**src/hdl/fctp_pkg.sv**
```systemverilog
// Shared types, codes and constants of the function call time profiler.
`timescale 1ns / 1ps
package fctp_pkg;

    localparam int BUCKETS_DEF = 256;
    localparam int WAYS_DEF    = 2;
    localparam int QUEUE_DEPTH = 2;

    localparam logic [31:0] HASH_MUL    = 32'd31;
    localparam logic [9:0]  CREATED_MAX = 10'd1023;
    localparam logic [1:0]  OPC_ENTER   = 2'd0;
    localparam logic [1:0]  OPC_EXIT    = 2'd1;
    localparam logic        REG_ENABLE  = 1'b0;

    typedef enum logic [1:0] {
        OP_ENTER = 2'd0,
        OP_EXIT  = 2'd1,
        OP_QUERY = 2'd2
    } t_op;

    typedef enum logic [1:0] {
        ST_OK        = 2'd0,
        ST_DISABLED  = 2'd1,
        ST_FULL      = 2'd2,
        ST_NOT_FOUND = 2'd3
    } t_status;

    typedef struct packed {
        logic [1:0]  opcode;
        logic [63:0] address;
        logic [63:0] timestamp;
    } t_in_item;

    typedef struct packed {
        t_status     status;
        logic [31:0] completed_calls;
        logic [63:0] total_time;
        logic [63:0] min_time;
        logic [63:0] max_time;
        logic [63:0] elapsed_time;
        logic [15:0] nesting_depth;
        logic [9:0]  functions_tracked;
    } t_out_item;

    typedef struct packed {
        t_op         op;
        logic [63:0] address;
        logic [63:0] timestamp;
    } t_cmd;

    typedef struct packed {
        logic        valid;
        logic [63:0] address;
        logic [15:0] depth;
        logic [63:0] start;
        logic [31:0] count;
        logic [63:0] total;
        logic [63:0] min_time;
        logic [63:0] max_time;
    } t_entry;

endpackage

```
**src/hdl/fctp_front.sv**
```systemverilog
// Front end: takes events, classifies the opcode and hashes the address to a bucket.
`timescale 1ns / 1ps
module fctp_front #(
    parameter int BUCKETS = fctp_pkg::BUCKETS_DEF
) (
    input  logic                       i_clk,
    input  logic                       i_rst_n,
    input  logic                       i_push,
    input  fctp_pkg::t_in_item         i_item,
    output logic                       o_full,
    output logic                       o_cmd_push,
    input  logic                       i_cmd_full,
    output fctp_pkg::t_cmd             o_cmd,
    output logic [$clog2(BUCKETS)-1:0] o_bucket
);
    import fctp_pkg::*;

    localparam int BW = $clog2(BUCKETS);
    localparam bit POW2 = (BUCKETS == (1 << BW));
    localparam logic [31:0] BKT_N = 32'(BUCKETS);
    // Rounded-up reciprocal: the quotient of any 32-bit hash is exact after the shift.
    localparam logic [64:0] RECIP_FULL =
        ((65'd1 << (32 + BW)) + 65'(BUCKETS) - 65'd1) / 65'(BUCKETS);
    localparam logic [32:0] RECIP = RECIP_FULL[32:0];

    logic          r_vld;
    logic          r_done;
    logic          r_phase;
    t_cmd          r_cmd;
    logic [31:0]   r_h;
    logic [64:0]   r_prod;
    logic [BW-1:0] r_rem;
    logic          accept;
    logic [31:0]   folded;
    logic [31:0]   n_h;
    logic [64:0]   n_prod;
    logic [64:0]   quot;
    logic [31:0]   qb;
    logic [31:0]   diff;
    logic [BW-1:0] n_rem;
    t_op           op;

    assign accept = i_push && !r_vld;
    assign o_full = r_vld;
    assign folded = i_item.address[31:0] ^ i_item.address[63:32];
    assign n_h    = folded * HASH_MUL;

    always_comb begin
        unique case (i_item.opcode)
            OPC_ENTER: op = OP_ENTER;
            OPC_EXIT:  op = OP_EXIT;
            default:   op = OP_QUERY;
        endcase
    end

    // Remainder by reciprocal multiplication: the product is registered, then the subtraction follows in the next.
    assign n_prod = {33'b0, r_h} * {32'b0, RECIP};
    assign quot   = r_prod >> (32 + BW);
    assign qb     = quot[31:0] * BKT_N;
    assign diff   = r_h - qb;
    assign n_rem  = diff[BW-1:0];

    assign o_cmd_push = r_vld && r_done && !i_cmd_full;
    assign o_cmd      = r_cmd;
    assign o_bucket   = POW2 ? r_h[BW-1:0] : r_rem;

    always_ff @(posedge i_clk) begin
        if (!i_rst_n) begin
            r_vld   <= 1'b0;
            r_done  <= 1'b0;
            r_phase <= 1'b0;
        end else if (accept) begin
            r_vld   <= 1'b1;
            r_done  <= POW2;
            r_phase <= 1'b0;
        end else if (r_vld && !r_done) begin
            r_phase <= 1'b1;
            if (r_phase) begin
                r_done <= 1'b1;
            end
        end else if (o_cmd_push) begin
            r_vld <= 1'b0;
        end
    end

    always_ff @(posedge i_clk) begin
        if (accept) begin
            r_cmd <= '{op: op, address: i_item.address, timestamp: i_item.timestamp};
            r_h   <= n_h;
        end else if (r_vld && !r_done) begin
            if (!r_phase) begin
                r_prod <= n_prod;
            end else begin
                r_rem <= n_rem;
            end
        end
    end
endmodule

```
**config.mk**
```make
export PLATFORM = sky130hd
export DESIGN_NAME = fctp_front
export DESIGN_NICKNAME = d
export VERILOG_FILES = /design/src/hdl/fctp_pkg.sv /design/src/hdl/fctp_front.sv
export SDC_FILE = /design/constraint.sdc
export NUM_CORES = 1
export LEC_CHECK = 0
export ABC_AREA = 1
export BUFFER_PORTS_ARGS = -buffer_cell sky130_fd_sc_hd__buf_2
export CORE_ASPECT_RATIO = 1.25
export CORE_MARGIN = 5
export CORE_UTILIZATION = 44
export DETAILED_ROUTE_END_ITERATION = 6
export GPL_ROUTABILITY_DRIVEN = 0
export PLACE_DENSITY_LB_ADDON = 0.12
export SLEW_MARGIN = 25
export SYNTH_ARGS = -nofsm -noshare
export SYNTH_HDL_FRONTEND = slang
export SYNTH_SLANG_ARGS = --single-unit
```
**constraint.sdc**
```tcl
create_clock -name i_clk -period 4.4 [get_ports i_clk]
set_input_delay 0 -clock i_clk [delete_from_list [all_inputs] [get_ports i_clk]]
set_output_delay 0 -clock i_clk [all_outputs]
set_load 0.02 [all_outputs]
```
==> impl_metrics.csv <==
group,metric,value,unit
outcome,outcome,"finished clean",
floorplan,die_w,105,um
global_routing,first_global_vias,4238,
logic_synthesis,yosys_warnings,0,
logic_synthesis,syn_area,0.00500,mm2
route,firstDrtPassIters,4,
pwr,finalPower,3.82,mW
worst_setup_path,crit_path_start_kind,"primary input",
clock_tree,cts_made_buffers,17,
worst_setup_path,r2r_slack,2.27,ns
worst_setup_path,crit_path_end,"r_h[7]",
logic_synthesis,async_flop_share,0,
route,drt_iter0_markers,112,
floorplan,initial_core_util,0.449,
logic_synthesis,synth_top_area_cell,"edfxtp_1",
layout,multiInputGateArea,657,um2
global_routing,grt_max_degree,109,
worst_setup_path,worstSetupPathType,"primary input to register",
route,vias_per_cell,4.64,
logic_synthesis,ys_types,20,
logic_synthesis,synth_top_cells_by_count,"edfxtp_1 (138), nand2_1 (44), inv_1 (35)",
route,vias,3957,
layout,syn2layout_area_growth,69.5,%
placed_design,place.port_buffers,273,
logic_synthesis,synth_most_common_cell,"edfxtp_1",
timing,hold_viol_final,0,
floorplan,pin_count,274,
route,wl_per_cell,18.7,um
global_routing,grt.total_usage,0.232,
layout,drive_above_1_share,0.438,
timing,worst_pin_slew,0.972,ns
worst_setup_path,worstPathMaxFanout,4,
global_routing,grt_overflow_total,0,
logic_synthesis,synth-edff-count,138,
timing,finClkSkew,0.00724,ns
clock_tree,clock-sinks,141,
logic_synthesis,synth_ff_type,"edfxtp_1",
clock_tree,postCtsSetupBuffers,0,
timing,slew_viol_final,0,
layout,final_net_count,851,
worst_setup_path,r2r_cells,4,
run,drv_cap,0,
global_routing,antenna_found_initial,2,
floorplan,dieArea,0.0136,mm2
placed_design,dp.cells,685,
clock_tree,cts_root_buf,"clkbuf_16",
layout,fill_cells,677,
worst_setup_path,crit_start,"i_item[97]",
placed_design,hpwl,10100,um
global_routing,grt_pass1_wl,23400,um
route,drt-total-wl,15900,um
timing,max_freq,269,MHz
clock_tree,htree_levels,4,
clock_tree,path_clk_slew,0.06,ns
timing,maxSlewHeadroom,0.352,
layout,seqCellArea,0.00420,mm2
timing,rsz0062_at_grt,"no",
layout,stdcell_count,852,
logic_synthesis,seq_area_frac_synth,0.841,
logic_synthesis,ys_top_cells_by_area,"edfxtp_1 (83%), nand2_1 (3.3%), fa_1 (2.8%)",
logic_synthesis,avgSynthCellArea,18.0,um2
floorplan,die_h,129,um
worst_setup_path,r2r-end,"o_cmd[28]",
pwr,p_leak,3.78,nW
pwr,max-vdd-ir-drop,0.263,mV
clock_tree,cts_tree,"built",
worst_setup_path,worstPathRequired,4.56,ns
floorplan,core,0.0111,mm2
timing,setup_tns,0,ns
timing,finalSetupViolCount,0,
pwr,powerDensity,451,mW/mm2
route,drc_errors,0,
worst_setup_path,arrival,3.88,ns
worst_hold_path,worstHoldPathType,"primary input to register",
logic_synthesis,synth_nets,426,
floorplan,rows,43,
timing,fin_crit,3.72,ns
worst_setup_path,cp-end-kind,"register",
route,final_antenna_net_count,0,
logic_synthesis,synth_top_area_share,0.829,
timing,fin_crit_sh,0.845,
clock_tree,cts_buffer_depth,2,
logic_synthesis,ys_seq_elements,141,
clock_tree,worstSkewPairLatency,0.40,ns
logic_synthesis,synthesis.instances,277,
worst_setup_path,reg2reg_from,"o_full",
## sequential cells by signal (all words and copies together) (netlist names)
signal,count
r_done,1
o_full,1
o_cmd,130
r_phase,1
r_h,8
## cell usage in the layout (no fill, tap or decap), types with 3 or more instances in the layout
cell type / Yosys / routed
nand2_2: 3 / 3
xnor2_1: 4 / 4
edfxtp_1: 138 / 138
nand3_1: 6 / 6
clkbuf_16: 0 / 17
xor2_1: 4 / 4
dlygate4sd3_1: 0 / 133
inv_6: 0 / 3
a21oi_1: 5 / 5
clkinv_2: 0 / 3
clkinvlp_4: 0 / 3
ha_1: 8 / 8
nand2_1: 44 / 44
buf_2: 0 / 273
bufinv_16: 0 / 3
inv_1: 35 / 34
dfxtp_1: 3 / 3
fa_1: 7 / 7
nor2_1: 6 / 6
o21ai_0: 5 / 5
## worst max-delay path: stages
cell           delay (ns)
dlygate4sd3_1        0.53
buf_2                0.13
xnor2_1              0.22
inv_1                0.11
ha_1                 0.32
inv_1                0.06
nor2_1               0.08
or2_2                0.29
fa_1                 0.48
inv_1                0.05
fa_1                 0.51
inv_1                0.04
ha_1                 0.34
nand2_1              0.10
o21ai_0              0.08
nor2_1               0.21
inv_1                0.08
nand2_2              0.08
nand2_1              0.05
nand2_1              0.05
nand2_1              0.06
## per-stage QoR
step                      worst slack, ns  area, um2  hold WS, ns   util
after floorplan                     0.701       5000       0.0962      -
after global routing                0.405       8480        0.302  0.761
after global placement              0.895       6540        0.176  0.588
after CTS                           0.666       8470        0.276  0.761
final                               0.682       8480        0.299  0.761
after detailed placement            0.766       6540        0.178  0.588
## per-layer routing
| layer | track usage | routed length, um | part of all wire | vias to the layer above |
|---|---|---|---|---|
| li1 | - | - | - | 1835 |
| met1 | 0.225 | 5320 | 0.33 | 1914 |
| met2 | 0.450 | 9120 | 0.57 | 176 |
| met3 | 0.0688 | 1040 | 0.065 | 32 |
| met4 | 0.0996 | 456 | 0.029 | 0 |
| met5 | 0 | 0 | 0 | - |
## worst min path at each step
stage                 from          to  cells past startpoint
6_report        i_item[11]   o_cmd[11]                      2
5_1_grt        i_item[127]  o_cmd[127]                      2
4_1_cts         i_item[78]   o_cmd[78]                      2
3_5_place_dp    i_item[78]   o_cmd[78]                      1
3_3_place_gp    i_item[63]   o_cmd[63]                      1
2_1_floorplan   i_cmd_full  o_cmd_push                      1
## report_power, final
part / switching (mW) / internal, mW
Sequential: 0.0269 / 1.61
Combinational: 0.441 / 0.314
Clock: 0.536 / 0.891
## final cells by class
cell class | instances | area share
Antenna cell | 2 | 0.000590
Clock buffer | 18 | 0.0506
Timing Repair Buffer | 407 | 0.319
Sequential cell | 141 | 0.496
Tap cell | 135 | 0.0199
Multi-Input combinational cell | 99 | 0.0775
Inverter | 36 | 0.0165
Clock inverter | 14 | 0.0196
## logic make-up (layout without fill, tap and decap cells)
kind of cell    count (synthesis)  after routing  share of synthesized area
simple gates                   65             65                     0.0561
compound gates                 10             10                     0.0100
flops                         141            141                      0.841
fa+ha+maj                      15             15                     0.0480
buf+inv                        37            475                     0.0278
other cells                     0              2                          0
xor+xnor                        9              9                     0.0173
## repair_timing
action | CTS | global route
endpoints found under the hold margin | 134 | 0
gates resized for setup | 0 | 0
hold buffers | 133 | 0
(Power assumes the default switching activity.)
