[src/hdl/fctp_pkg.sv]
// Shared types, codes and constants of the function call time profiler.
`timescale 1ns / 1ps
package fctp_pkg;

    localparam int BUCKETS_DEF = 256;
    localparam int WAYS_DEF    = 2;
    localparam int QUEUE_DEPTH = 2;

    localparam logic [31:0] HASH_MUL    = 32'd31;
    localparam logic [9:0]  CREATED_MAX = 10'd1023;
    localparam logic [1:0]  OPC_ENTER   = 2'd0;
    localparam logic [1:0]  OPC_EXIT    = 2'd1;
    localparam logic        REG_ENABLE  = 1'b0;

    typedef enum logic [1:0] {
        OP_ENTER = 2'd0,
        OP_EXIT  = 2'd1,
        OP_QUERY = 2'd2
    } t_op;

    typedef enum logic [1:0] {
        ST_OK        = 2'd0,
        ST_DISABLED  = 2'd1,
        ST_FULL      = 2'd2,
        ST_NOT_FOUND = 2'd3
    } t_status;

    typedef struct packed {
        logic [1:0]  opcode;
        logic [63:0] address;
        logic [63:0] timestamp;
    } t_in_item;

    typedef struct packed {
        t_status     status;
        logic [31:0] completed_calls;
        logic [63:0] total_time;
        logic [63:0] min_time;
        logic [63:0] max_time;
        logic [63:0] elapsed_time;
        logic [15:0] nesting_depth;
        logic [9:0]  functions_tracked;
    } t_out_item;

    typedef struct packed {
        t_op         op;
        logic [63:0] address;
        logic [63:0] timestamp;
    } t_cmd;

    typedef struct packed {
        logic        valid;
        logic [63:0] address;
        logic [15:0] depth;
        logic [63:0] start;
        logic [31:0] count;
        logic [63:0] total;
        logic [63:0] min_time;
        logic [63:0] max_time;
    } t_entry;

endpackage

[src/hdl/fctp_fifo.sv]
// Small register queue used between the front, the back and the result port.
`timescale 1ns / 1ps
module fctp_fifo #(
    parameter int WIDTH = 8,
    parameter int DEPTH = fctp_pkg::QUEUE_DEPTH
) (
    input  logic             i_clk,
    input  logic             i_rst_n,
    input  logic             i_push,
    input  logic [WIDTH-1:0] i_data,
    output logic             o_full,
    input  logic             i_pop,
    output logic [WIDTH-1:0] o_data,
    output logic             o_empty
);
    localparam int PW = (DEPTH > 1) ? $clog2(DEPTH) : 1;
    localparam int CW = $clog2(DEPTH + 1);
    localparam logic [PW-1:0] LAST = PW'(DEPTH - 1);

    logic [WIDTH-1:0] r_mem [DEPTH];
    logic [PW-1:0]    r_wr;
    logic [PW-1:0]    r_rd;
    logic [CW-1:0]    r_cnt;
    logic             do_push;
    logic             do_pop;

    assign o_full  = (r_cnt == CW'(DEPTH));
    assign o_empty = (r_cnt == '0);
    assign o_data  = r_mem[r_rd];
    assign do_push = i_push && !o_full;
    assign do_pop  = i_pop && !o_empty;

    always_ff @(posedge i_clk) begin
        if (!i_rst_n) begin
            r_wr  <= '0;
            r_rd  <= '0;
            r_cnt <= '0;
        end else begin
            if (do_push) begin
                r_wr <= (r_wr == LAST) ? '0 : r_wr + 1'b1;
            end
            if (do_pop) begin
                r_rd <= (r_rd == LAST) ? '0 : r_rd + 1'b1;
            end
            if (do_push && !do_pop) begin
                r_cnt <= r_cnt + 1'b1;
            end else if (do_pop && !do_push) begin
                r_cnt <= r_cnt - 1'b1;
            end
        end
    end

    always_ff @(posedge i_clk) begin
        if (do_push) begin
            r_mem[r_wr] <= i_data;
        end
    end
endmodule

[config.mk]
export PLATFORM = sky130hd
export DESIGN_NAME = fctp_fifo
export DESIGN_NICKNAME = d
export VERILOG_FILES = /design/src/hdl/fctp_pkg.sv /design/src/hdl/fctp_fifo.sv
export SDC_FILE = /design/constraint.sdc
export NUM_CORES = 1
export LEC_CHECK = 0
export ABC_CLOCK_PERIOD_IN_PS = 1300
export CAP_MARGIN = 20
export CORE_ASPECT_RATIO = 1.1
export CORE_UTILIZATION = 36
export DETAILED_ROUTE_END_ITERATION = 16
export DONT_BUFFER_PORTS = 1
export HOLD_SLACK_MARGIN = 0.15
export PLACE_DENSITY = 0.58
export SLEW_MARGIN = 20
export SYNTH_ARGS = -nofsm -noshare
export SYNTH_HDL_FRONTEND = slang
export SYNTH_SLANG_ARGS = --single-unit
[constraint.sdc]
create_clock -name i_clk -period 1.3 [get_ports i_clk]
set_input_delay 0 -clock i_clk [delete_from_list [all_inputs] [get_ports i_clk]]
set_output_delay 0 -clock i_clk [all_outputs]
set_load 0.01 [all_outputs]
==> results of run 1 <==
## stage by stage
step	hold slack (ns)	instance area (um^2)	TNS, ns	utilization (%)
5_1_grt	-0.197	1100	-1.71	53.5
6_report	-0.171	1100	-1.06	53.5
2_1_floorplan	0.0989	826	-0.0911	-
3_3_place_gp	0.0989	928	-0.0681	45.0
4_1_cts	-0.182	1060	-0.146	51.2
3_5_place_dp	0.0989	928	-0.124	45.0
## where the power goes
group	internal [uW]	total (uW)	switching (uW)
registers	865	953	87.3
clock network	114	281	167
logic	424	748	323
total	1400	1980	578
## worst max-delay path: stages, from the launching register on
cell and delay (ns):
dfxtp_2 0.36, nand2b_4 0.14, inv_4 0.03, buf_4 0.12, buf_6 0.12, nor3_4 0.23, buf_6 0.15
## cell usage after synthesis
master    instances  share of area [%]
a21boi_0          1               0.93
a21boi_1          1               0.93
and2_1            3                2.3
and3_1            1               0.77
buf_2             1               0.62
dfxtp_1           5                 12
edfxtp_1         16                 59
ha_1              1                1.5
inv_1             1               0.46
inv_2             1               0.46
mux2_2            8                 11
nand2b_1          1               0.77
nor2_1            2               0.93
nor3_2            1                1.2
o21a_1            1               0.93
o21ai_0           1               0.62
o21ai_1           1               0.62
or3_1             1               0.77
xnor2_1           2                2.2
xor2_1            1                1.1
## cell type report
| class | instances | area (um^2) |
|---|---|---|
| Fill cell | 192 | 958 |
| Sequential cell | 21 | 584 |
| Multi-Input combinational cell | 26 | 253 |
| Timing Repair Buffer | 19 | 195 |
| Tap cell | 28 | 35.0 |
| Clock buffer | 3 | 22.5 |
| Inverter | 2 | 10.0 |
| Clock inverter | 1 | 5.00 |
## registers in the layout, indices dropped and copies added (netlist names), named ones only
name	cells
r_cnt	2
r_wr	1
r_rd	1
r_mem	16
## timing repair
action | in CTS | in global routing
pin swaps | 0 | 2
buffers inserted | 0 | 1
resized for setup | 1 | 8
hold endpoints to repair | 31 | 5
setup endpoints to repair | 1 | 18
## metal layers
metal / part of all wire (%) / GRT usage (%) / vias to the layer above / wire, um
met5: 0 / 0 / - / 0
met1: 39 / 13.1 / 216 / 493
met4: 0.95 / 3.81 / 0 / 12
met3: 5.7 / 3.82 / 2 / 72
met2: 54 / 19.4 / 14 / 688
li1: - / - / 224 / -
## cell families (layout without fill, tap and decap cells)
logic type	count (synthesis)	in the layout
fa+ha+maj	1	1
xor+xnor	3	3
mux	8	8
simple gates	9	9
buf+inv	3	25
compound gates	5	5
flops	21	21
## worst min-delay path by stage
| stage | end | slack [ns] | from | depth (start not counted) |
|---|---|---|---|---|
| final | r_wr | -0.17 | i_rst_n | 1 |
| after global routing | r_wr | -0.20 | i_rst_n | 1 |
| after global placement | r_mem[0][0] | 0.1 | i_data[0] | 0 |
| after floorplan | r_mem[0][0] | 0.1 | i_data[0] | 0 |
| after CTS | r_wr | -0.18 | i_rst_n | 1 |
| after detailed placement | r_mem[1][0] | 0.1 | i_data[0] | 0 |
==> metrics, run 1 <==
worst hold path class input pin to flip-flop; most frequent cells in the layout 16 x edfxtp_1, 10 x dlygate4sd3_1, 8 x mux2_2, 4 x buf_6, 4 x buf_4; Synth Area in Simple Gates 6.80%; initial antenna violation count 0; R2R depth 6; first-pass GRT wire length 1900 um; total power 1980 uW; Synth Warn # 0; Avg WL per Cell 12.7 um; leakage 0.000400 uW; startpoint type of the worst setup path flip-flop; remaining antenna violation count 0; final worst setup slack -0.126 ns; Clock Pin Slew Worst Setup and Hold Paths 0.11 ns; worst-margin pin slew 0.274 ns; Final Critical Period 1.43 ns; RSZ-0062 raised after global routing true; DIE WIDTH 47.2 um; CTS max path bufs 2; Mapped Area 810 um^2; Rel. slew slack 81.6%; hold_ws -0.171 ns; commonest non-fill, non-tap cell in the layout edfxtp_1; detailed-route via count 456; Distinct cells, synth 20; # setup viols final 9; failing checks hold timing, setup timing; RR Startpoint r_cnt[0]; Remaining DRCs 0; f_max 701 MHz; slack of the worst reg-to-reg path -0.13 ns; CP Data Arrival Time 1.44 ns; vias in the first global route 413; Port Buffers 0; CTS Hold Buffers Added 10; I/O Pins 22; GPL Wtd Cong 0.646; cell count after synthesis 50; GRT Total Usage 11.4%; mean number of vias per cell 4.56; Seq cells post-synth 21; max cap viols 0; Critical path origin r_cnt[0]; Critical Path Sink r_mem[0][7]; CP Capture Type flip-flop; outcome complete, but fails checks; mean area per synthesized cell 16.2 um^2; Max VDD drop 1030 uV; Place WS -0.124 ns; power per cell area 1790 nW/um^2; routed wire length 1270 um; skew final 0.00549 ns; Post-Layout Cell Count 100; share of cells above drive strength 1 41.7%; Synthesized Nets 63; Setup CP Type flip-flop to flip-flop; Starting Density 39.2%; xor/xnor share of the synthesized area 3.25%; Final Max Tran Viols 0; crit path max fanout 4; total global routing overflow 0; first drt pass iteration count 3; CTS tree built; Final #Nets 86; Site Rows 17; sequential cell area fraction in the yosys report 71.7%; post-detail-place hpwl 898 um; antenna cells 0; DR iter-0 viols 8; capturing point of the worst reg2reg path r_mem[0][7]; worst path required time 1.31 ns; die height 51.7 um; area of the core 2060 um^2; full die area 2440 um^2; P&R area growth vs syn 36.5%; total CTS buffers 3; post-synthesis compound-gate area fraction 4.02%; CTS H-Tree Depth 1; main combinational cell family by area after synthesis multiplexers; clk sinks 21; period utilization 110%; Post-Place Cells 85; largest net degree at the start of global routing 13; Hold Fails Final Rpt 5; clk_lat worst skew 0.28 ns; multiplexer share of the synthesized area 11.1%; Post-Synth Adder-Cell Area 1.55%; root buf cell clkbuf_4
No activity file was read; power rests on OpenSTA's default activity.
==> run 2, diff against run 1 <==
- PLACE_DENSITY: 0.58 -> 0.61
==> run 2 against run 1 <==
The run ends with setup timing left. Cell area increased by 0.11%. Sequential power hardly changed. Power about the same. Global-route usage rose by 0.17 points. First-iteration DRC count down 75%. Sequential share of layout area fell by 0.060 points. Die area stayed put. Wire length decreased by 0.24%. Sequential cell count stayed put. Register-to-register slack about the same. Utilization rose by 0.061 points. Critical path type unchanged. Critical endpoint is now r_mem[0][6]. Largest power group unchanged.
==> metrics, run 2 (synthesis gave the netlist of run 1 again) <==
outcome complete, but fails checks; failing checks setup timing; worst-margin pin slew 0.264 ns; CTS tree built; area of the core 2060 um^2; leakage 0.000403 uW; Post-Place Cells 83; Final Util 53.6%; GPL Wtd Cong 0.601; detailed-route via count 476; Hold Crit Endpoint r_cnt[1]; top flop regs r_mem (16), r_cnt (2); remaining antenna violation count 0; first drt pass iteration count 3; mean number of vias per cell 4.67; startpoint type of the worst setup path flip-flop; capturing point of the worst reg2reg path r_mem[0][6]; crit path max fanout 8; clk sinks 21; most frequent cells in the layout 16 x edfxtp_1, 11 x dlygate4sd3_1, 8 x mux2_2, 7 x buf_4; Hold Fails Final Rpt 0; worst path required time 1.32 ns; Final Max Tran Viols 0; Final #Nets 88; max cap viols 0; skew final 0.00218 ns; Avg WL per Cell 12.4 um; CTS max path bufs 2; Clock Pin Slew Worst Setup and Hold Paths 0.10 ns; placed cell area 913 um^2; Port Buffers 0; largest net degree at the start of global routing 12; power per cell area 1790 nW/um^2; die height 51.7 um; RSZ-0062 raised after global routing true; hold path depth 4; Final Critical Period 1.41 ns; total CTS buffers 3; full die area 2440 um^2; Max VDD drop 1110 uV; total global routing overflow 0; initial antenna violation count 0; min-delay src i_pop; Starting Density 39.2%; max reg flops 16; share of cells above drive strength 1 39.2%; Design Area, Final 1110 um^2; Rel. slew slack 82.3%; CP Capture Type flip-flop; # setup viols final 9; Slowest-stage cell, CP dfxtp_2; DIE WIDTH 47.2 um; Site Rows 17; post-detail-place hpwl 823 um; hold_ws 0.183 ns; antenna cells 0; final worst setup slack -0.114 ns; Post-Layout Cell Count 102; TNS Setup -1.01 ns; clk_lat worst skew 0.29 ns; CTS H-Tree Depth 1; first-pass GRT wire length 1920 um; DR iter-0 viols 2; root buf cell clkbuf_4; Remaining DRCs 0; critical path, cell by cell nand2b_4 > inv_4 > buf_4 > buf_6 > nor3_4 > buf_6; CP Data Arrival Time 1.43 ns; worst hold path class input pin to flip-flop; period utilization 109%; Setup CP Type flip-flop to flip-flop; cell mode on critical path buf_6; R2R depth 6; RR Startpoint r_cnt[0]; routed wire length 1260 um; fill count 186; commonest non-fill, non-tap cell in the layout edfxtp_1; slack of the worst reg-to-reg path -0.11 ns; f_max 707 MHz; Most flops, register r_mem; CP peak stage delay 0.36 ns; vias in the first global route 461; P&R area growth vs syn 36.6%; GRT Total Usage 11.6%; I/O Pins 22
## run 2: metal layers
| layer | vias up | share of wire [%] | global-route usage (%) |
|---|---|---|---|
| met4 | 0 | 2.1 | 5.71 |
| met1 | 226 | 39 | 11.8 |
| li1 | 229 | - | - |
| met2 | 18 | 51 | 19.7 |
| met3 | 3 | 7.7 | 4.86 |
| met5 | - | 0 | 0 |
## run 2: power by group
group          switching, uW  internal [uW]  total (uW)
combinational            312            423         736
sequential              90.0            865         955
clock                    171            119         291
total                    574           1410        1980
## run 2: worst max-delay path by stage
stage / from / end / slack, ns / cells after the start
floorplan: r_cnt[0] / r_cnt[1] / -0.09 / 7
finish: r_cnt[0] / r_mem[0][6] / -0.11 / 6
CTS: r_cnt[0] / r_cnt[1] / -0.13 / 7
detailed placement: r_cnt[0] / r_cnt[1] / -0.12 / 7
global route: r_cnt[0] / r_cnt[1] / -0.18 / 7
global placement: r_cnt[0] / r_cnt[1] / -0.07 / 7
## run 2: stage by stage
stage / total power [uW] / worst slack, ns
global placement: 1540 / -0.0703
finish: 1980 / -0.114
detailed placement: 1560 / -0.121
CTS: 1910 / -0.125
global route: 2090 / -0.178
floorplan: 1380 / -0.0911
## run 2: final cells by class
| class | instances | area [um^2] | share of cell area [%] |
|---|---|---|---|
| Clock buffer | 4 | 26.3 | 2.38 |
| Sequential cell | 21 | 584 | 52.8 |
| Timing Repair Buffer | 21 | 205 | 18.6 |
| Inverter | 2 | 10.0 | 0.905 |
| Tap cell | 28 | 35.0 | 3.17 |
| Multi-Input combinational cell | 26 | 245 | 22.2 |
## run 2: critical path: cells and delay by family (launching register included)
family,cells,cell delay [ns]
buffers and inverters,4,0.44
AND/OR/NAND/NOR,2,0.33
flip-flops,1,0.36
## run 2: timing repair
item | in CTS | in global routing
hold buffers | 10 | 1
hold endpoints to repair | 37 | 5
setup buffers | 1 | 3
resized for setup | 3 | 3
pin swaps | 0 | 1
endpoints found under the setup margin | 12 | 10
==> run 3, diff against run 2 <==
- ABC_AREA: not set -> 1
==> run 3 against run 2 <==
The flow now finishes without violations. Utilization decreased by 1.3 points. Clock-buffer cell count unchanged. Area after synthesis is 1.7% higher. Combinational power is 5.7% lower. Worst hold slack better by 0.18 ns. Wire length grew 7.8%. Sequential cell count is the same. Die area increased by 1.6%. Sequential share of layout area up 1.2 points. Synthesized cell count is 26% higher. Largest power group unchanged.
==> metrics, run 3 <==
Final Util 52.3%; clk sinks 21; P&R area growth vs syn 32.5%; CTS max path bufs 2; startpoint type of the worst setup path flip-flop; Place WS -0.106 ns; initial antenna violation count 0; remaining antenna violation count 0; cell mode on critical path inv_2; Rel. slew slack 86.7%; post-detail-place hpwl 903 um; power per cell area 1800 nW/um^2; Slowest-stage cell, CP dfxtp_4; Synth top area share 58.4%; Mapped Area 823 um^2; RSZ-0062 raised after global routing true; Final Max Tran Viols 0; Main synth FF type edfxtp_1; first drt pass iteration count 4; worst hold path class input pin to flip-flop; Distinct cells, synth 15; CTS H-Tree Depth 1; CP peak stage delay 0.39 ns; fill count 200; total power 1960 uW; synth top area cells edfxtp_1 58%, dfxtp_1 12%, mux2_2 11%; full die area 2480 um^2; worst path required time 1.52 ns; slack of the worst reg-to-reg path 0.02 ns; TNS Setup 0 ns; Starting Density 39.5%; routed wire length 1360 um; Remaining DRCs 0; top flop regs r_mem (16), r_cnt (2); GPL Wtd Cong 0.672; total global routing overflow 0; clk_lat worst skew 0.29 ns; mean number of vias per cell 4.51; largest net degree at the start of global routing 12; synth cell count leaders 16 x edfxtp_1, 10 x nor2_1, 8 x inv_1, 8 x mux2_2, 6 x nand2_1; capturing point of the worst reg2reg path r_cnt[1]; Max VDD drop 1060 uV; Avg WL per Cell 12.2 um; die height 52.2 um; mean area per synthesized cell 13.1 um^2; most frequent cells in the layout 16 x edfxtp_1, 11 x dlygate4sd3_1, 9 x nor2_1, 8 x mux2_2, 7 x buf_4; skew final 0.00463 ns; cell with the most instances after synthesis edfxtp_1; max cap viols 0; area of the core 2080 um^2; GRT Total Usage 11.7%; antenna cells 0; Seq cells post-synth 21; first-pass GRT wire length 1960 um; I/O Pins 22; DR iter-0 viols 7; final worst setup slack 0.0186 ns; Final Critical Period 1.28 ns; sequential cell area fraction in the yosys report 70.5%; Most flops, register r_mem; number of synthesized flops with an enable pin 16; critical path, cell by cell inv_4 > o21ai_4 > inv_2 > ha_4 > inv_2 > nand4_1 > nand2_1 > nor2_1; CP Capture Type flip-flop; period utilization 98.6%; Hold Fails Final Rpt 0; cell count after synthesis 63; DIE WIDTH 47.6 um; Site Rows 17; Final #Nets 98; f_max 780 MHz; area leader, netlist edfxtp_1; leakage 0.000410 uW; vias in the first global route 461; CP Data Arrival Time 1.50 ns; detailed-route via count 505; commonest non-fill, non-tap cell in the layout edfxtp_1; outcome complete, no violations; Post-synth ARST share 0%; hold path depth 1; Synthesized Nets 76; Synth Warn # 0; worst-margin pin slew 0.199 ns; RR Startpoint r_cnt[1]; min-delay src i_data[0]; Port Buffers 0; max reg flops 16; Hold Crit Endpoint r_mem[1][0]; R2R depth 8; root buf cell clkbuf_4; crit path max fanout 3; Clock Pin Slew Worst Setup and Hold Paths 0.11 ns; # setup viols final 0; Setup CP Type flip-flop to flip-flop; share of cells above drive strength 1 36.9%; CTS tree built; total CTS buffers 3
[run 3: worst max-delay path by stage]
| stage | depth (start not counted) | to | slack (ns) | start |
|---|---|---|---|---|
| CTS | 9 | r_cnt[1] | 0.009 | r_cnt[1] |
| global placement | 9 | r_cnt[1] | 0.03 | r_cnt[1] |
| global route | 8 | r_cnt[1] | -0.09 | r_cnt[1] |
| detailed placement | 9 | r_cnt[1] | -0.11 | r_cnt[1] |
| floorplan | 9 | r_cnt[1] | 0.03 | r_cnt[0] |
| finish | 8 | r_cnt[1] | 0.02 | r_cnt[1] |
[run 3: layout make-up]
class                           count  area [um^2]  area share, %
Clock buffer                        4         26.3           2.41
Inverter                            9         36.3           3.33
Multi-Input combinational cell     32          241           22.1
Sequential cell                    21          589           54.0
Tap cell                           28         35.0           3.21
Timing Repair Buffer               18          163           14.9
[run 3: cell families after synthesis]
group / count (synthesis) / synth area share (%)
AOI/OAI and AO/OA: 4 / 2.89
and+or+nand+nor: 19 / 9.42
adders and majority gates: 1 / 1.52
buffers and inverters: 10 / 4.71
muxes: 8 / 10.9
DFF: 21 / 70.5
[run 3: report_power, final]
part	internal, uW	leakage [uW]	switching [uW]
Clock	119	0.0000150	171
Combinational	337	0.000203	357
Sequential	876	0.000192	103
Total	1330	0.000410	631
[run 3: critical path: cells and delay by family (launching register included)]
kind            cells  cell delay, ns
fa+ha+maj           1            0.27
flops               1            0.39
simple gates        3            0.26
compound gates      1            0.13
buf+inv             3            0.16
[run 3: per-layer routing]
metal	vias up	routed length (um)	global-route usage [%]	part of all wire (%)
li1	256	-	-	-
met1	235	527	11.6	39
met2	14	755	20.8	55
met3	0	77	4.86	5.7
met4	0	0	4.17	0
met5	-	0	0	0
[run 3: timing repair]
action	CTS	global route
gates resized for setup	8	7
pin swaps	2	5
buffers inserted	0	2
endpoints found under the setup margin	2	9
hold endpoints to repair	21	0
hold buffers	11	0
[run 3: metrics by stage]
| stage | hold WS, ns | instance area, um^2 | cells |
|---|---|---|---|
| after global routing | 0.362 | 1090 | 112 |
| final | 0.363 | 1090 | 112 |
| after CTS | 0.350 | 1050 | 110 |
| after floorplan | 0.0989 | 825 | 63 |
| after global placement | 0.0989 | 892 | 95 |
| after detailed placement | 0.0989 | 892 | 95 |
